==> src/design/rcr_pkg.sv <==
`timescale 1ns / 1ps
// ----------------------------------------------------------------------------
// rcr_pkg
// Shared types, codes and the sine table of the column renderer.
// ----------------------------------------------------------------------------
package rcr_pkg;

    localparam int DIST_W = 9;

    typedef enum logic [3:0] {
        F_IDLE, F_ANG, F_SIN, F_COS, F_E2, F_MARCH, F_LEN,
        F_DOT, F_SQ, F_L2, F_PR, F_DL, F_CMP, F_PUSH
    } t_fstate;

    typedef enum logic [1:0] {
        B_IDLE, B_DIV, B_END, B_ROWS
    } t_bstate;

    localparam logic [3:0] G_BLANK  = 4'd0;
    localparam logic [3:0] G_FULL   = 4'd1;
    localparam logic [3:0] G_DARK   = 4'd2;
    localparam logic [3:0] G_MEDIUM = 4'd3;
    localparam logic [3:0] G_LIGHT  = 4'd4;
    localparam logic [3:0] G_HASH   = 4'd5;
    localparam logic [3:0] G_X      = 4'd6;
    localparam logic [3:0] G_DOT    = 4'd7;
    localparam logic [3:0] G_DASH   = 4'd8;

    localparam logic [2:0] CFG_MAP_A = 3'd0;
    localparam logic [2:0] CFG_MAP_B = 3'd1;
    localparam logic [2:0] CFG_MAP_C = 3'd2;
    localparam logic [2:0] CFG_MAP_D = 3'd3;
    localparam logic [2:0] CFG_DEPTH = 3'd4;

    typedef struct packed {
        logic [255:0] wall_map;
        logic [4:0]   max_depth;
    } t_cfg;

    typedef struct packed {
        logic [DIST_W-1:0] steps;
        logic [3:0]        shade;
    } t_col;

    localparam logic [14:0] QSINE [33] = '{
        15'd0, 15'd804, 15'd1606, 15'd2404, 15'd3196, 15'd3981, 15'd4756,
        15'd5520, 15'd6270, 15'd7005, 15'd7723, 15'd8423, 15'd9102, 15'd9760,
        15'd10394, 15'd11003, 15'd11585, 15'd12140, 15'd12665, 15'd13160,
        15'd13623, 15'd14053, 15'd14449, 15'd14811, 15'd15137, 15'd15426,
        15'd15679, 15'd15893, 15'd16069, 15'd16207, 15'd16305, 15'd16364,
        15'd16384
    };

    // Q1.14 sine, 4096 units per turn, quarter table with linear interpolation
    function automatic logic signed [15:0] sine_q14(input logic [11:0] a);
        logic [10:0] p;
        logic [5:0]  i;
        logic [4:0]  f;
        logic [14:0] lo;
        logic [14:0] hi;
        logic [14:0] df;
        logic [19:0] pr;
        logic [14:0] v;
        p = {1'b0, a[9:0]};
        if (a[10]) p = 11'd1024 - p;
        i = p[10:5];
        f = p[4:0];
        if (i >= 6'd32) begin
            v = 15'd16384;
        end else begin
            lo = QSINE[i[4:0]];
            hi = QSINE[i[4:0] + 6'd1];
            df = hi - lo;
            pr = 20'(df) * 20'(f);
            v  = lo + pr[19:5];
        end
        return a[11] ? -$signed({1'b0, v}) : $signed({1'b0, v});
    endfunction

endpackage

==> src/design/rcr_queue.sv <==
`timescale 1ns / 1ps
// ----------------------------------------------------------------------------
// rcr_queue
// Small FIFO of cast columns between the ray front end and the row emitter.
// ----------------------------------------------------------------------------
module rcr_queue #(
    parameter int DEPTH = 2
) (
    input  logic          i_clk,
    input  logic          i_rst_n,
    input  logic          i_push,
    input  rcr_pkg::t_col i_data,
    output logic          o_full,
    input  logic          i_pop,
    output rcr_pkg::t_col o_data,
    output logic          o_empty
);
    import rcr_pkg::*;

    localparam int AW = (DEPTH > 1) ? $clog2(DEPTH) : 1;

    t_col            r_mem [DEPTH];
    logic [AW-1:0]   r_wr, n_wr;
    logic [AW-1:0]   r_rd, n_rd;
    logic [AW:0]     r_cnt, n_cnt;
    logic            do_push, do_pop;

    assign o_full  = (r_cnt == (AW+1)'(DEPTH));
    assign o_empty = (r_cnt == '0);
    assign o_data  = r_mem[r_rd];
    assign do_push = i_push && !o_full;
    assign do_pop  = i_pop && !o_empty;

    always_comb begin
        n_wr  = r_wr;
        n_rd  = r_rd;
        n_cnt = r_cnt;
        if (do_push) n_wr = (r_wr == AW'(DEPTH-1)) ? '0 : r_wr + 1'b1;
        if (do_pop)  n_rd = (r_rd == AW'(DEPTH-1)) ? '0 : r_rd + 1'b1;
        if (do_push && !do_pop) n_cnt = r_cnt + 1'b1;
        if (do_pop && !do_push) n_cnt = r_cnt - 1'b1;
    end

    always_ff @(posedge i_clk) begin
        if (!i_rst_n) begin
            r_wr  <= '0;
            r_rd  <= '0;
            r_cnt <= '0;
        end else begin
            r_wr  <= n_wr;
            r_rd  <= n_rd;
            r_cnt <= n_cnt;
        end
    end

    always_ff @(posedge i_clk) begin
        if (do_push) r_mem[r_wr] <= i_data;
    end

    a_cnt_bound: assert property (@(posedge i_clk) disable iff (!i_rst_n)
        r_cnt <= (AW+1)'(DEPTH))
        else $error("queue count overflow");

endmodule

==> config.mk <==
export PLATFORM = sky130hd
export DESIGN_NAME = rcr_queue
export DESIGN_NICKNAME = d
export VERILOG_FILES = /design/src/design/rcr_pkg.sv /design/src/design/rcr_queue.sv
export SDC_FILE = /design/constraint.sdc
export NUM_CORES = 1
export LEC_CHECK = 0
export ABC_AREA = 1
export BUFFER_PORTS_ARGS = -buffer_cell sky130_fd_sc_hd__buf_2
export CELL_PAD_IN_SITES_DETAIL_PLACEMENT = 1
export CELL_PAD_IN_SITES_GLOBAL_PLACEMENT = 2
export CORE_AREA = 5 5 62 64
export CTS_BUF_LIST = sky130_fd_sc_hd__clkbuf_4
export DETAILED_ROUTE_END_ITERATION = 16
export DIE_AREA = 0 0 67 69
export PLACE_DENSITY_LB_ADDON = 0.1
export SKIP_CTS_REPAIR_TIMING = 1
export SLEW_MARGIN = 20
export SYNTH_ARGS = -nofsm -noshare
export SYNTH_HDL_FRONTEND = slang
export SYNTH_SLANG_ARGS = --single-unit
==> constraint.sdc <==
create_clock -name i_clk -period 3.15 [get_ports i_clk]
set_input_delay 0.1575 -clock i_clk [delete_from_list [all_inputs] [get_ports i_clk]]
set_output_delay 0.1575 -clock i_clk [all_outputs]
set_load 0.03 [all_outputs]
==> impl_metrics.tcl <==
set metrics [dict create \
    design_area_um2 1530 \
    fin_cells 172 \
    hp-class "input port to flop" \
    htreeDepth 2 \
    via_count 731 \
    io_buffers 31 \
    rr_startpoint "r_cnt[0]" \
    dpl_cell_area_um2 1410 \
    setup_viol_count_final 0 \
    cts.sinks 31 \
    drc 0 \
    die_area_um2 4620 \
    worst_slew_pin_slew_ns 0.594 \
    globalplace.congestion 0.730 \
    timing.setup.tns_ns 0 \
    drt_pre_antenna_iters 3 \
    synth.yosys.seq_area_share_pct 73.3 \
    yosysWarnings 0 \
    clock_path_buffers 2 \
    overflow 0 \
    max_freq_ghz 0.561 \
    dieWidth_um 67 \
    synth_area_leaders "edfxtp_1, mux2_2, dfxtp_1" \
    rsz0062_at_grt "false" \
    powerDensity_nw_per_um2 692 \
    initial_core_util_pct 37.2 \
    ir_worst_vdd_v 0.000228 \
    ant_nets 0 \
    fin_crit_ns 1.78 \
    cts_tree "yes" \
    fin_crit_sh_pct 56.6 \
    ys_seq_elements 31 \
    finalHoldViolations 0 \
    synth_area_um2 1200 \
    cts_root_buffer "clkbuf_4" \
    wl_per_cell_um 12.8 \
    syn_inst 80 \
    grt_max_degree 14 \
    r2r_cells 4 \
    hpwl_mm 1.57 \
    cts.clk_slew.worst_paths_ns 0.10 \
    power.leakage_uw 0.000627 \
    relSlewSlack_pct 60.4 \
    yosys.area.top_type "edfxtp_1" \
    crit_path_end "o_data[6]" \
    maxCapViolations 0 \
    yosysUniqueCellTypes 16 \
    ff2ff_setup_slack_ns 1.66 \
    antenna_found_initial 0 \
    die_h_um 69 \
    numCtsBuffers 5 \
    p_total_uw 1060 \
    grt_pass1_wl_mm 3.57 \
    drive_gt1_share_pct 47.6 \
    arrival_ns 1.62 \
    synth_nets 98 \
    vias_per_cell 4.25 \
    grt_pass1_vias 761 \
    grt_usage_pct 10.8 \
    critPathMaxFanout 13 \
    skew_ns 0.00769 \
    fin_hold_ws_ns 0.0194 \
    crit_path_end_kind "output pin" \
    required_ns 2.99 \
    clk_latency_ns 0.33 \
    area_growth_syn_to_layout_pct 27.6 \
    status "complete, no violations" \
    drt-initial-drc-count 28 \
    cp-start-kind "flop" \
    diodes 0 \
    r2r_end "r_mem[1][1]" \
    final_nets 143 \
    routed_wirelength_mm 2.21 \
    slew_violations 0 \
    synth_top_area_share_pct 64.9 \
    fillers 365 \
    syn_area_per_cell_um2 15.0 \
    coreArea_um2 3230 \
    critPathKind "flop to output pin" \
    placed_cells_incl_taps 157 \
    ios 32 \
    row_count 21 \
]
## report_power, final
group          leakage (uW)  switching, uW  internal [uW]  total, uW
Combinational      0.000308            198            113        310
Sequential         0.000284           32.3            502        534
Clock             0.0000347            135           82.9        218
Total              0.000627            365            697       1060
## worst min path at each step
| stage | from | end | slack (ns) | cells past startpoint |
|---|---|---|---|---|
| 2_1_floorplan | i_data[0] | r_mem[0][0] | 0.26 | 0 |
| 3_3_place_gp | i_data[5] | r_mem[1][5] | 0.35 | 1 |
| 3_5_place_dp | i_data[11] | r_mem[1][11] | 0.35 | 1 |
| 4_1_cts | i_data[11] | r_mem[0][11] | -0.01 | 1 |
| 5_1_grt | i_data[10] | r_mem[1][10] | 0.002 | 1 |
| 6_report | i_data[6] | r_mem[1][6] | 0.02 | 1 |
## cells in the mapped netlist (all sizes together)
| master | instances |
|---|---|
| edfxtp | 26 |
| buf | 1 |
| nand2 | 8 |
| nand3 | 1 |
| mux2 | 13 |
| nand4 | 1 |
| nor2 | 13 |
| dfxtp | 5 |
| ha | 1 |
| inv | 9 |
| a21oi | 1 |
| o21ai | 1 |
## cells in the final DEF, fill, tap and decap left out
cell	netlist	layout
nand2_2	1	1
dfxtp_1	5	5
clkinv_2	0	3
nand3_1	1	1
nor2_4	1	1
nand4_1	1	1
inv_1	7	7
o21ai_0	1	1
buf_4	0	1
nand2_1	7	7
nor2_1	9	9
clkbuf_4	0	5
nor2_2	3	3
a21oi_1	1	1
edfxtp_1	26	26
buf_2	0	31
ha_1	1	1
dlygate4sd3_1	0	7
mux2_2	13	13
inv_2	2	2
## logic make-up (layout without fill, tap and decap cells)
group           Yosys count  count (layout)  share of synthesized area (%)
compound gates            2               2                          0.832
fa+ha+maj                 1               1                           1.04
buf+inv                  10              56                           3.75
flops                    31              31                           73.3
mux                      13              13                           12.2
simple gates             23              23                           8.95
## state kept, by name (all words and copies together), names as in the netlist, named ones only
register,flops
r_wr,1
r_mem,26
r_rd,1
r_cnt,2
## final cells by class
| type | count | area (um2) | share of cell area (%) |
|---|---|---|---|
| inverters | 9 | 33.8 | 2.20 |
| multi-input cells | 39 | 277 | 18.0 |
| well taps | 46 | 57.6 | 3.75 |
| clock buffers | 5 | 37.5 | 2.45 |
| repair buffers | 39 | 233 | 15.2 |
| clock inverters | 3 | 15.0 | 0.979 |
| flip-flops and latches | 31 | 881 | 57.4 |
## through the flow
stage,worst slack (ns),utilization (%)
CTS,1.29,45.3
global placement,1.66,43.7
detailed placement,1.66,43.7
finish,1.37,47.5
global route,1.24,47.5
floorplan,1.52,-
## metal layers
metal | vias up | global-route usage (%) | part of all wire [%]
met5 | - | 0 | 0
li1 | 367 | - | -
met2 | 22 | 18.0 | 52
met4 | 0 | 6.76 | 2.9
met3 | 6 | 5.19 | 6.5
met1 | 336 | 10.3 | 38
## critical path, stage by stage, from the launching register on
cell and delay [ns]:
dfxtp_1 0.71, mux2_2 0.40, buf_2 0.18
No activity file was read; power rests on OpenSTA's default activity.
