$ cat src/design/rcr_pkg.sv
`timescale 1ns / 1ps
// ----------------------------------------------------------------------------
// rcr_pkg
// Shared types, codes and the sine table of the column renderer.
// ----------------------------------------------------------------------------
package rcr_pkg;

    localparam int DIST_W = 9;

    typedef enum logic [3:0] {
        F_IDLE, F_ANG, F_SIN, F_COS, F_E2, F_MARCH, F_LEN,
        F_DOT, F_SQ, F_L2, F_PR, F_DL, F_CMP, F_PUSH
    } t_fstate;

    typedef enum logic [1:0] {
        B_IDLE, B_DIV, B_END, B_ROWS
    } t_bstate;

    localparam logic [3:0] G_BLANK  = 4'd0;
    localparam logic [3:0] G_FULL   = 4'd1;
    localparam logic [3:0] G_DARK   = 4'd2;
    localparam logic [3:0] G_MEDIUM = 4'd3;
    localparam logic [3:0] G_LIGHT  = 4'd4;
    localparam logic [3:0] G_HASH   = 4'd5;
    localparam logic [3:0] G_X      = 4'd6;
    localparam logic [3:0] G_DOT    = 4'd7;
    localparam logic [3:0] G_DASH   = 4'd8;

    localparam logic [2:0] CFG_MAP_A = 3'd0;
    localparam logic [2:0] CFG_MAP_B = 3'd1;
    localparam logic [2:0] CFG_MAP_C = 3'd2;
    localparam logic [2:0] CFG_MAP_D = 3'd3;
    localparam logic [2:0] CFG_DEPTH = 3'd4;

    typedef struct packed {
        logic [255:0] wall_map;
        logic [4:0]   max_depth;
    } t_cfg;

    typedef struct packed {
        logic [DIST_W-1:0] steps;
        logic [3:0]        shade;
    } t_col;

    localparam logic [14:0] QSINE [33] = '{
        15'd0, 15'd804, 15'd1606, 15'd2404, 15'd3196, 15'd3981, 15'd4756,
        15'd5520, 15'd6270, 15'd7005, 15'd7723, 15'd8423, 15'd9102, 15'd9760,
        15'd10394, 15'd11003, 15'd11585, 15'd12140, 15'd12665, 15'd13160,
        15'd13623, 15'd14053, 15'd14449, 15'd14811, 15'd15137, 15'd15426,
        15'd15679, 15'd15893, 15'd16069, 15'd16207, 15'd16305, 15'd16364,
        15'd16384
    };

    // Q1.14 sine, 4096 units per turn, quarter table with linear interpolation
    function automatic logic signed [15:0] sine_q14(input logic [11:0] a);
        logic [10:0] p;
        logic [5:0]  i;
        logic [4:0]  f;
        logic [14:0] lo;
        logic [14:0] hi;
        logic [14:0] df;
        logic [19:0] pr;
        logic [14:0] v;
        p = {1'b0, a[9:0]};
        if (a[10]) p = 11'd1024 - p;
        i = p[10:5];
        f = p[4:0];
        if (i >= 6'd32) begin
            v = 15'd16384;
        end else begin
            lo = QSINE[i[4:0]];
            hi = QSINE[i[4:0] + 6'd1];
            df = hi - lo;
            pr = 20'(df) * 20'(f);
            v  = lo + pr[19:5];
        end
        return a[11] ? -$signed({1'b0, v}) : $signed({1'b0, v});
    endfunction

endpackage

$ cat src/design/rcr_back.sv
`timescale 1ns / 1ps
// ----------------------------------------------------------------------------
// rcr_back
// Row emitter: ceiling row by serial division, then one glyph per row.
// ----------------------------------------------------------------------------
module rcr_back #(
    parameter int SCREEN_ROWS    = 40,
    parameter int STEPS_PER_CELL = 10
) (
    input  logic          i_clk,
    input  logic          i_rst_n,
    input  rcr_pkg::t_col i_q_data,
    input  logic          i_q_empty,
    output logic          o_q_pop,
    output logic [5:0]    o_row,
    output logic [3:0]    o_glyph,
    output logic [7:0]    o_distance_steps,
    output logic          o_last_row,
    output logic          o_empty,
    input  logic          i_pop
);
    import rcr_pkg::*;

    localparam int NW = $clog2(SCREEN_ROWS * 16 * STEPS_PER_CELL + 1);
    localparam int DW = $clog2(32 * STEPS_PER_CELL + 1);
    localparam int IW = $clog2(NW + 1);
    localparam int CW = NW + 2;

    t_bstate               r_state, n_state;
    logic [DIST_W-1:0]     r_dist, n_dist;
    logic [3:0]            r_shade, n_shade;
    logic                  r_neg, n_neg;
    logic [NW-1:0]         r_q, n_q;
    logic [DW-1:0]         r_rm, n_rm, r_den, n_den;
    logic [IW-1:0]         r_i, n_i;
    logic signed [CW-1:0]  r_ceil, n_ceil;
    logic [5:0]            r_y, n_y;
    logic                  r_out_valid, n_out_valid;
    logic [5:0]            r_out_row, n_out_row;
    logic [3:0]            r_out_glyph, n_out_glyph;
    logic [7:0]            r_out_dist, n_out_dist;
    logic                  r_out_last, n_out_last;

    logic signed [CW-1:0]  num;
    logic [DW:0]           dt;
    logic signed [CW-1:0]  ys, fl;
    logic [11:0]           rr;
    logic [3:0]            g;
    logic                  slot;

    assign o_row            = r_out_row;
    assign o_glyph          = r_out_glyph;
    assign o_distance_steps = r_out_dist;
    assign o_last_row       = r_out_last;
    assign o_empty          = !r_out_valid;

    always_comb begin
        num  = $signed(CW'(SCREEN_ROWS) * CW'(i_q_data.steps)
             - CW'(2 * SCREEN_ROWS * STEPS_PER_CELL));
        dt   = {r_rm, r_q[NW-1]};
        ys   = $signed(CW'(r_y));
        fl   = CW'(SCREEN_ROWS) - r_ceil;
        rr   = 12'(SCREEN_ROWS) - 12'(r_y);
        if (ys < r_ceil)                          g = G_BLANK;
        else if (ys > r_ceil && ys <= fl)         g = r_shade;
        else if ((rr << 3) < 12'(SCREEN_ROWS))    g = G_HASH;
        else if ((rr << 2) < 12'(SCREEN_ROWS))    g = G_X;
        else if ((rr << 3) < 12'(3 * SCREEN_ROWS)) g = G_DOT;
        else if (rr * 12'd20 < 12'(9 * SCREEN_ROWS)) g = G_DASH;
        else                                      g = G_BLANK;
        slot = !r_out_valid || i_pop;
    end

    always_comb begin
        n_state = r_state; n_dist = r_dist; n_shade = r_shade; n_neg = r_neg;
        n_q = r_q; n_rm = r_rm; n_den = r_den; n_i = r_i; n_ceil = r_ceil; n_y = r_y;
        n_out_valid = r_out_valid && !i_pop;
        n_out_row = r_out_row; n_out_glyph = r_out_glyph;
        n_out_dist = r_out_dist; n_out_last = r_out_last;
        o_q_pop = 1'b0;
        case (r_state)
            B_IDLE: begin
                if (!i_q_empty) begin
                    o_q_pop = 1'b1;
                    n_dist  = i_q_data.steps;
                    n_shade = i_q_data.shade;
                    n_neg   = num[CW-1];
                    n_q     = num[CW-1] ? NW'(-num) : NW'(num);
                    n_rm    = '0;
                    n_den   = DW'({i_q_data.steps, 1'b0});
                    n_i     = '0;
                    n_state = B_DIV;
                end
            end
            B_DIV: begin
                n_i = r_i + 1'b1;
                if (dt >= {1'b0, r_den}) begin
                    n_rm = DW'(dt - {1'b0, r_den});
                    n_q  = {r_q[NW-2:0], 1'b1};
                end else begin
                    n_rm = DW'(dt);
                    n_q  = {r_q[NW-2:0], 1'b0};
                end
                if (r_i == IW'(NW - 1)) n_state = B_END;
            end
            B_END: begin
                n_ceil  = r_neg ? -$signed(CW'(r_q)) : $signed(CW'(r_q));
                n_y     = '0;
                n_state = B_ROWS;
            end
            B_ROWS: begin
                if (slot) begin
                    n_out_valid = 1'b1;
                    n_out_row   = r_y;
                    n_out_glyph = g;
                    n_out_dist  = r_dist[7:0];
                    n_out_last  = (r_y == 6'(SCREEN_ROWS - 1));
                    if (r_y == 6'(SCREEN_ROWS - 1)) n_state = B_IDLE;
                    else n_y = r_y + 1'b1;
                end
            end
            default: n_state = B_IDLE;
        endcase
    end

    always_ff @(posedge i_clk) begin
        if (!i_rst_n) begin
            r_state     <= B_IDLE;
            r_out_valid <= 1'b0;
        end else begin
            r_state     <= n_state;
            r_out_valid <= n_out_valid;
        end
    end

    always_ff @(posedge i_clk) begin
        r_dist <= n_dist; r_shade <= n_shade; r_neg <= n_neg; r_q <= n_q;
        r_rm <= n_rm; r_den <= n_den; r_i <= n_i; r_ceil <= n_ceil; r_y <= n_y;
        r_out_row <= n_out_row; r_out_glyph <= n_out_glyph;
        r_out_dist <= n_out_dist; r_out_last <= n_out_last;
    end

    a_row_follows: assert property (@(posedge i_clk) disable iff (!i_rst_n)
        (r_out_valid && i_pop && !r_out_last) |=>
        (r_out_valid && r_out_row == $past(r_out_row) + 6'd1))
        else $error("next row not ready after beat");

    a_last_row: assert property (@(posedge i_clk) disable iff (!i_rst_n)
        r_out_valid |-> (r_out_last == (r_out_row == 6'(SCREEN_ROWS - 1))))
        else $error("last row flag mismatch");

endmodule

$ cat config.mk
export PLATFORM = sky130hd
export DESIGN_NAME = rcr_back
export DESIGN_NICKNAME = d
export VERILOG_FILES = /design/src/design/rcr_pkg.sv /design/src/design/rcr_back.sv
export SDC_FILE = /design/constraint.sdc
export NUM_CORES = 1
export LEC_CHECK = 0
export ABC_AREA = 1
export BUFFER_PORTS_ARGS = -buffer_cell sky130_fd_sc_hd__buf_4
export CAP_MARGIN = 20
export CORE_ASPECT_RATIO = 0.7
export CORE_MARGIN = 4
export CORE_UTILIZATION = 40
export CTS_BUF_LIST = sky130_fd_sc_hd__clkbuf_16
export DETAILED_ROUTE_END_ITERATION = 10
export PLACE_DENSITY = 0.63
export SETUP_SLACK_MARGIN = 0.1
export SLEW_MARGIN = 40
export SYNTH_ARGS = -nofsm -noshare
export SYNTH_HDL_FRONTEND = slang
export SYNTH_SLANG_ARGS = --single-unit
$ cat constraint.sdc
create_clock -name i_clk -period 3.4 [get_ports i_clk]
set_input_delay 0.17 -clock i_clk [delete_from_list [all_inputs] [get_ports i_clk]]
set_output_delay 0.17 -clock i_clk [all_outputs]
set_load 0.02 [all_outputs]
==> metrics.yaml, run 1 <==
global_route:
  grt_pass1_wl_um: 20100
  first_global_vias: 4224
  grtUsageTotal_pct: 15.4
  grt_max_degree: 27
  antenna_found_initial: 0
  grt_overflow: 0
synthesis:
  synthArstFlopShare_pct: 0
  ys_seq_area_share_pct: 42.8
  syn_inst: 681
  synth-seq-cells: 82
  synth_edf_count: 79
  synth_area_leaders: "edfxtp_1 (42%), ha_1 (12%), nand2_1 (11%), inv_1 (7.3%), nand3_1 (4.1%)"
  synth_area_per_cell_um2: 8.35
  synth_nets: 755
  synth_common_cells: "nand2_1 (163), inv_1 (111), edfxtp_1 (79)"
  synth_cell_type_count: 38
  synth.largest_area_cell: "edfxtp_1"
  ys.flop_type: "edfxtp_1"
  yosysMostFrequentCell: "nand2_1"
  synth_top_cell_area_share_pct: 41.7
  syn-cell-area_mm2: 0.00569
  yosysWarnings: 0
finish:
  nFillCells: 1311
  drive_gt1_share_pct: 10.9
  fin_nets: 806
  antenna_cells: 0
  area_delta_synth_final_pct: 16.0
  fin_cells: 927
critical_path:
  timing.rr.end: "o_glyph[3]$_SDFFCE_PN0P_"
  worstSetupPathType: "flop to flop"
  end_kind: "flop"
  crit_family: "simple AND/OR/NAND/NOR gates"
  critical_path.cell_chain: "inv_1, ha_1, a21oi_1, or2_1, nand2_1, inv_1, nor2_1, nor2_1, inv_1, fa_2, inv_1, o211ai_1, nand2_1, nand2_1, o21ai_0, nor2_1, nand3_1, nor2_1, nand3_1, o21ai_0"
  crit_required_ns: 3.58
  rr_worst_depth: 20
  rrSetupSlack_ns: 0.41
  cp_max_fo: 5
  crit_slowest_cell: "fa_2"
  critPathLaunchType: "flop"
  cp.arrival_ns: 3.17
  max_stage_delay_ns: 0.57
  path_buf_inv: 4
  rr_startpoint: "r_y[0]$_SDFFCE_PN0P_"
  crit_cells: 20
die:
  io_pins: 38
  die_w_um: 151
  die_area_mm2: 0.0162
  die_h_um: 108
  start_util_pct: 40.9
  row_count: 36
  core-area_mm2: 0.0139
route:
  num_vias: 4511
  routedWlPerCell_um: 12.9
  viasPerCell: 4.87
  routed_wirelength_um: 11900
  postRouteAntennaNets: 0
  drc_errors: 0
  dr.pass1.iters: 5
  drtIter0Drc: 286
sta:
  fin_setup_tns_ns: 0
  post-route-period-util_pct: 87.9
  slew_headroom_pct: 48.9
  hold_viol_final: 0
  max_freq_mhz: 335
  tightest_slew_ns: 0.767
  setup_violations: 0
  rsz0062_at_grt: "false"
  period_needed_ns: 2.99
  fin_skew_ns: 0.00559
  finalMaxSlewViolations: 0
clock_tree:
  clock_latency_ns: 0.33
  cts.sinks: 82
  cts_buffers: 9
  htreeDepth: 3
  clkTransAtPathRegs_ns: 0.06
  cts_tree: "yes"
  cts_buffer_depth: 2
  cts.root.buffer_cell: "clkbuf_16"
worst_hold_path:
  worstHoldEndpoint: "r_shade[0]$_DFFE_PP_"
  min_path_cells: 1
  hp-class: "input pin to flop"
  min-delay-start: "i_q_data[0]"
place:
  dp_hpwl_um: 9390
  gp_congestion: 0.875
  io_buffer_count: 37
  place_inst: 908
run_status:
  status: "completed"
flow_run:
  maxCapViolations: 0
power:
  peakVddDrop_mv: 0.325
  p_per_area_mw_per_mm2: 909
  power.leakage_nw: 3.09
## power breakdown
| part | internal, mW | switching [mW] |
|---|---|---|
| Clock | 0.710 | 0.374 |
| Sequential | 1.65 | 0.314 |
| Combinational | 1.13 | 1.82 |
## cells in the final DEF, fill, tap and decap left out, types with 2 or more instances in the layout
master / instances
o21ai_1: 3
dfxtp_1: 3
xor2_1: 24
nand3_1: 47
nand2_2: 6
o21ai_2: 2
nand3b_1: 4
nand3_2: 2
nor3_1: 11
nor4_1: 4
nand4_1: 8
or2_2: 2
xnor2_1: 10
buf_4: 45
a211oi_1: 3
fa_1: 2
inv_2: 2
clkbuf_16: 9
ha_1: 54
a21oi_1: 31
edfxtp_1: 79
a31oi_1: 3
nor2_1: 61
inv_1: 113
bufinv_16: 3
o21ai_0: 26
dlygate4sd3_1: 2
nand2_1: 163
## through the flow
stage	hold slack [ns]	power, mW	setup WS [ns]	cell area [µm²]	utilization, %
3_3_place_gp	0.351	4.76	0.335	6220	44.7
2_1_floorplan	0.269	4.13	0.515	5690	-
6_report	0.0165	5.99	0.413	6590	47.4
4_1_cts	0.00422	5.98	0.185	6560	47.1
5_1_grt	0.00250	6.57	0.106	6590	47.4
3_5_place_dp	0.349	4.86	0.222	6220	44.7
## cell families (layout without fill, tap and decap cells)
family          Yosys count  after routing  synth area share (%)
xor+xnor                 34             34                  5.24
compound gates           74             74                  7.00
simple gates            314            314                  23.9
flops                    82             82                  42.8
buf+inv                 120            176                  8.12
fa+ha+maj                57             57                  12.9
## final cells by class
class	count	area (µm²)	area share, %
Timing Repair Buffer	47	358	5.43
Inverter	113	424	6.43
Multi-Input combinational cell	479	2810	42.6
Tap cell	190	238	3.61
Clock buffer	9	225	3.42
Clock inverter	7	110	1.67
Sequential cell	82	2430	36.9
## worst max-delay path by stage
stage,start,to,slack (ns)
floorplan,r_y[0]$_SDFFCE_PN0P_,o_glyph[3]$_SDFFCE_PN0P_,0.51
global placement,r_y[1]$_SDFFCE_PN0P_,o_glyph[3]$_SDFFCE_PN0P_,0.34
detailed placement,r_y[1]$_SDFFCE_PN0P_,o_glyph[3]$_SDFFCE_PN0P_,0.22
CTS,r_y[1]$_SDFFCE_PN0P_,o_glyph[3]$_SDFFCE_PN0P_,0.19
global route,r_y[0]$_SDFFCE_PN0P_,o_glyph[3]$_SDFFCE_PN0P_,0.11
finish,r_y[0]$_SDFFCE_PN0P_,o_glyph[3]$_SDFFCE_PN0P_,0.41
## layer usage
metal / track usage, % / vias to the layer above / wire (µm)
li1: - / 2349 / -
met1: 22.7 / 2060 / 6330
met2: 22.7 / 88 / 4920
met3: 3.91 / 14 / 569
met4: 3.66 / 0 / 115
met5: 0 / - / 0
## registers in the layout, summed over array words and instances, names as in the netlist, 6 cells and up
register and cells:
r_rm 9, o_distance_steps 8, r_ceil 15, r_q 13
o_row 6, r_dist 8, r_y 6
## repair_timing
action | CTS | global route
endpoints found under the setup margin | 0 | 1
buffers inserted | 0 | 1
gates resized for setup | 0 | 3
endpoints found under the hold margin | 0 | 2
hold buffers | 0 | 2
Note: power is estimated with default switching activity, not from simulation.
==> inputs of run 2 (changes only) <==
Settings changed: PLACE_DENSITY 0.63 to 0.65.
==> run 2 against run 1 <==
Against the previous run: global-route usage rose by 0.45 points; first-iteration DRC count rose by 11%; fmax fell by 1.9%; register-to-register slack got worse by 0.06 ns; largest power group unchanged; clock skew rose by 0.00071 ns; non-clock buffer count rose by 3; flip-flop and latch count did not move; critical path depth fell by 2.
==> metrics.yaml, run 2 (synthesis results as in run 1) <==
run_status:
  status: "completed"
critical_path:
  cp.arrival_ns: 3.13
  worstSetupPathType: "flop to flop"
  crit_required_ns: 3.49
  cp_max_fo: 4
  critPathLaunchType: "flop"
  end_kind: "flop"
worst_hold_path:
  hp-class: "input pin to flop"
die:
  core-area_mm2: 0.0139
  die_area_mm2: 0.0162
  io_pins: 38
  row_count: 36
  die_h_um: 108
  die_w_um: 151
  start_util_pct: 40.9
power:
  power.leakage_nw: 3.09
  peakVddDrop_mv: 0.342
  p_per_area_mw_per_mm2: 909
clock_tree:
  htreeDepth: 3
  cts.sinks: 82
  cts.root.buffer_cell: "clkbuf_16"
  clkTransAtPathRegs_ns: 0.07
  cts_tree: "yes"
  cts_buffers: 9
  clock_latency_ns: 0.34
  cts_buffer_depth: 2
sta:
  setup_violations: 0
  period_needed_ns: 3.04
  finalMaxSlewViolations: 0
  hold_viol_final: 0
  max_freq_mhz: 328
  post-route-period-util_pct: 89.5
  rsz0062_at_grt: "false"
  fin_skew_ns: 0.00630
  fin_setup_tns_ns: 0
  slew_headroom_pct: 50.3
  tightest_slew_ns: 0.745
finish:
  regMostFlops: "r_ceil"
  fin_nets: 809
  antenna_cells: 0
  reg.largest.list: "r_ceil x15, r_q x13, r_rm x9"
  design_area_mm2: 0.00661
  drive_gt1_share_pct: 11.8
  area_delta_synth_final_pct: 16.3
  largest_reg_flops: 15
  layout_commonest_cell: "nand2_1"
  final_cell_mix: "nand2_1 (163), inv_1 (109), edfxtp_1 (79), nor2_1 (61), ha_1 (54)"
place:
  gp_congestion: 0.858
  io_buffer_count: 37
  dp_hpwl_um: 9260
  placed_cell_area_mm2: 0.00622
global_route:
  antenna_found_initial: 0
  grt_overflow: 0
  grt_pass1_wl_um: 20900
  grt_max_degree: 27
  grtUsageTotal_pct: 15.9
  first_global_vias: 4435
route:
  dr.pass1.iters: 6
  routed_wirelength_um: 12200
  viasPerCell: 4.90
  drtIter0Drc: 318
  routedWlPerCell_um: 13.1
  num_vias: 4559
  postRouteAntennaNets: 0
  drc_errors: 0
flow_run:
  maxCapViolations: 0
[run 2: cell count changes in the layout (fill, tap and decap cells not counted), sizes merged]
| cell | change |
|---|---|
| clkinvlp | +1 |
| dlygate4sd3 | +1 |
| bufinv | -1 |
| buf | +2 |
[run 2: worst paths after layout]
kind | start | to | slack (ns) | depth (start not counted)
setup reg to reg | r_y[1]$_SDFFCE_PN0P_ | o_glyph[3]$_SDFFCE_PN0P_ | 0.36 | 18
setup / recovery | r_y[1]$_SDFFCE_PN0P_ | o_glyph[3]$_SDFFCE_PN0P_ | 0.36 | 18
hold reg to reg | r_dist[5]$_DFFE_PP_ | o_distance_steps[5]$_DFFE_PP_ | 0.47 | 0
hold / removal | i_q_data[1] | r_shade[1]$_DFFE_PP_ | 0.02 | 1
[run 2: what timing repair did]
action                                  in CTS  in global routing
endpoints found under the setup margin       0                  1
endpoints found under the hold margin        3                  0
hold buffers                                 3                  0
setup buffers                                0                  3
resized for setup                            0                  6
[run 2: worst max-delay path: stages (launching register included)]
cell and delay [ns]:
edfxtp_1 0.42, inv_1 0.12, ha_1 0.22, a21oi_2 0.08
or2_1 0.23, nand2_1 0.15, nor2_1 0.08, nor2_1 0.14
inv_1 0.08, fa_1 0.48, xor2_1 0.16, nand2_1 0.07
nand2_1 0.05, o21ai_0 0.17, nor2_1 0.07, nand3_1 0.08
nor2_1 0.04, nand3_1 0.07, o21ai_0 0.07
[run 2: stage by stage]
| stage | setup WS, ns | std cells | total power [mW] | utilization, % | hold slack [ns] |
|---|---|---|---|---|---|
| after detailed placement | 0.207 | 908 | 4.85 | 44.7 | 0.349 |
| after global routing | 0.104 | 930 | 6.58 | 47.5 | 0.00301 |
| final | 0.356 | 930 | 6.01 | 47.5 | 0.0171 |
| after global placement | 0.372 | 908 | 4.73 | 44.7 | 0.351 |
| after floorplan | 0.515 | 681 | 4.13 | - | 0.269 |
| after CTS | 0.171 | 927 | 5.96 | 47.3 | 0.00212 |
[run 2: power by group]
group | switching [mW] | leakage, nW | internal (mW)
sequential | 0.311 | 0.772 | 1.65
combinational | 1.84 | 2.16 | 1.14
clock | 0.429 | 0.154 | 0.650
[run 2: area by class of cell]
| class | instances | area (µm²) |
|---|---|---|
| repair buffers | 50 | 383 |
| fillers | 1263 | 7300 |
| flip-flops and latches | 82 | 2430 |
| clock buffers | 9 | 225 |
| well taps | 190 | 238 |
| clock inverters | 7 | 100 |
| multi-input cells | 479 | 2810 |
| inverters | 113 | 424 |
[run 2: per-layer routing]
| layer | global-route usage, % | vias up | routed length [µm] |
|---|---|---|---|
| li1 | - | 2360 | - |
| met1 | 23.1 | 2094 | 6310 |
| met2 | 23.9 | 93 | 5060 |
| met3 | 4.21 | 12 | 684 |
| met4 | 3.00 | 0 | 96 |
| met5 | 0 | - | 0 |
==> inputs of run 3 (changes only) <==
Settings changed: CORE_UTILIZATION 40 to 37, PLACE_DENSITY 0.65 to 0.61.
==> run 3 against run 2 <==
Against the previous run: clock-buffer cell count unchanged; routed wire length decreased by 1.1%; cell count rose by 0.22%; utilization shrank 3.3 points; clock power is 9% lower; worst setup slack improved by 0.099 ns; sequential share of layout area up 0.25 points; total power decreased by 2.2%; design area decreased by 0.68%.
==> metrics.yaml, run 3 (synthesis results as in run 1) <==
global_route:
  use_met1_pct: 21.0
  grtUsageMet2_pct: 20.7
  grtUsageTotal_pct: 14.0
  grt_max_degree: 27
  first_global_vias: 4298
  antenna_found_initial: 0
  grt_overflow: 0
  grt_pass1_wl_um: 20200
  grt_busiest_layer: "met1"
  grt_use_met3_pct: 3.26
sta:
  setup_violations: 0
  fin_ws_ns: 0.455
  rsz0062_at_grt: "false"
  fin_skew_ns: 0.00760
  slew_headroom_pct: 49.7
  post-route-period-util_pct: 86.6
  finalMaxSlewViolations: 0
  tightest_slew_ns: 0.754
  hold_viol_final: 0
  fin_setup_tns_ns: 0
  period_needed_ns: 2.94
  max_freq_mhz: 340
critical_path:
  timing.rr.end: "o_glyph[3]$_SDFFCE_PN0P_"
  crit_cells: 19
  critical_path.cell_chain: "inv_1, ha_1, a21oi_2, or2_1, nand2_1, nor2_1, nor2_1, inv_1, fa_2, inv_1, o211ai_1, nand2_1, nand2_1, o21ai_0, nor2_1, nand3_1, nor2_1, nand3_1, o21ai_0"
  crit_required_ns: 3.58
  critPathLaunch: "r_y[1]$_SDFFCE_PN0P_"
  cp.arrival_ns: 3.13
  critPathLaunchType: "flop"
  crit_top_cell: "nor2_1"
  crit_slowest_cell: "fa_2"
  path_buf_inv: 3
  rr_startpoint: "r_y[1]$_SDFFCE_PN0P_"
  max_stage_delay_ns: 0.56
  end_kind: "flop"
  cp_max_fo: 4
  worstSetupPathType: "flop to flop"
  crit_family: "simple AND/OR/NAND/NOR gates"
  rr_worst_depth: 19
  rrSetupSlack_ns: 0.46
  endpoint: "o_glyph[3]$_SDFFCE_PN0P_"
clock_tree:
  cts_buffer_depth: 2
  htreeDepth: 3
  clkTransAtPathRegs_ns: 0.07
  clock_latency_ns: 0.34
  cts.sinks: 82
  cts.root.buffer_cell: "clkbuf_16"
  cts_buffers: 9
  cts_tree: "yes"
die:
  row_count: 37
  die_h_um: 112
  start_util_pct: 38.3
  core-area_mm2: 0.0149
  die_area_mm2: 0.0174
  die_w_um: 156
  io_pins: 38
route:
  routedWlPerCell_um: 12.9
  postRouteAntennaNets: 0
  drtIter0Drc: 250
  routed_wirelength_um: 12000
  drc_errors: 0
  num_vias: 4515
  dr.pass1.iters: 5
  viasPerCell: 4.84
finish:
  seq_area_mm2: 0.00243
  reg.largest.list: "r_ceil x15, r_q x13, r_rm x9"
  final_cell_mix: "nand2_1 (163), inv_1 (109), edfxtp_1 (79), nor2_1 (61), ha_1 (54)"
  layout_commonest_cell: "nand2_1"
  regMostFlops: "r_ceil"
  multiInputGateArea_mm2: 0.00281
  largest_reg_flops: 15
  design_area_mm2: 0.00657
  nFillCells: 1427
  antenna_cells: 0
  fin_nets: 806
  area_delta_synth_final_pct: 15.5
  drive_gt1_share_pct: 11.4
power:
  peakVddDrop_mv: 0.268
  power.leakage_nw: 3.06
  p_per_area_mw_per_mm2: 895
place:
  pre_cts_slack_ns: 0.217
  dp_hpwl_um: 9340
  io_buffer_count: 37
  gp_congestion: 0.851
  placed_cell_area_mm2: 0.00623
worst_hold_path:
  hp-class: "input pin to flop"
run_status:
  status: "completed"
flow_run:
  maxCapViolations: 0
-- run 3: per-stage QoR --
stage	std cells	power (mW)	util, %	hold slack [ns]
after floorplan	681	4.13	-	0.269
after global placement	913	4.75	41.9	0.351
after detailed placement	913	4.85	41.9	0.350
after CTS	929	5.87	44.0	0.00473
after global routing	932	6.48	44.2	0.000245
final	932	5.88	44.2	0.0132
-- run 3: routing by layer --
metal  wire [µm]  share of wire (%)  vias to the layer above
met3         632                5.3                       17
li1            -                  -                     2339
met5           0                  0                        -
met1        6310                 53                     2063
met4         129                1.1                        0
met2        4950                 41                       96
-- run 3: layout make-up --
type | instances | area share, %
Sequential cell | 82 | 37.0
Clock buffer | 9 | 3.43
Multi-Input combinational cell | 479 | 42.8
Tap cell | 195 | 3.71
Timing Repair Buffer | 47 | 5.45
Inverter | 113 | 6.46
Clock inverter | 7 | 1.14
-- run 3: timing repair --
item	CTS	global route
setup endpoints to repair	0	1
hold endpoints to repair	0	2
setup buffers	0	1
resized for setup	0	6
hold buffers	0	2
-- run 3: worst reg2reg max path: stages (launching register included) --
cell	delay (ns)
edfxtp_1	0.41
inv_1	0.12
ha_1	0.21
a21oi_2	0.08
or2_1	0.23
nand2_1	0.15
nor2_1	0.08
nor2_1	0.14
inv_1	0.09
fa_2	0.56
inv_1	0.04
o211ai_1	0.08
nand2_1	0.07
nand2_1	0.05
o21ai_0	0.07
nor2_1	0.11
nand3_1	0.08
nor2_1	0.09
nand3_1	0.07
o21ai_0	0.07
-- run 3: worst min-delay path by stage --
stage / start / endpoint / slack (ns) / depth (start not counted)
after floorplan: i_q_data[4] / r_dist[0]$_DFFE_PP_ / 0.27 / 0
after global placement: i_q_data[2] / r_shade[2]$_DFFE_PP_ / 0.35 / 1
after detailed placement: i_q_data[0] / r_shade[0]$_DFFE_PP_ / 0.35 / 1
after CTS: i_q_data[0] / r_shade[0]$_DFFE_PP_ / 0.005 / 1
after global routing: i_q_data[0] / r_shade[0]$_DFFE_PP_ / 0.0002 / 1
final: i_q_data[0] / r_shade[0]$_DFFE_PP_ / 0.01 / 1
-- run 3: where the power goes --
part	internal, mW	switching [mW]	leakage, nW	total, mW
clock	0.574	0.410	0.140	0.984
combinational	1.13	1.81	2.15	2.94
sequential	1.65	0.308	0.772	1.95
total	3.35	2.53	3.06	5.88
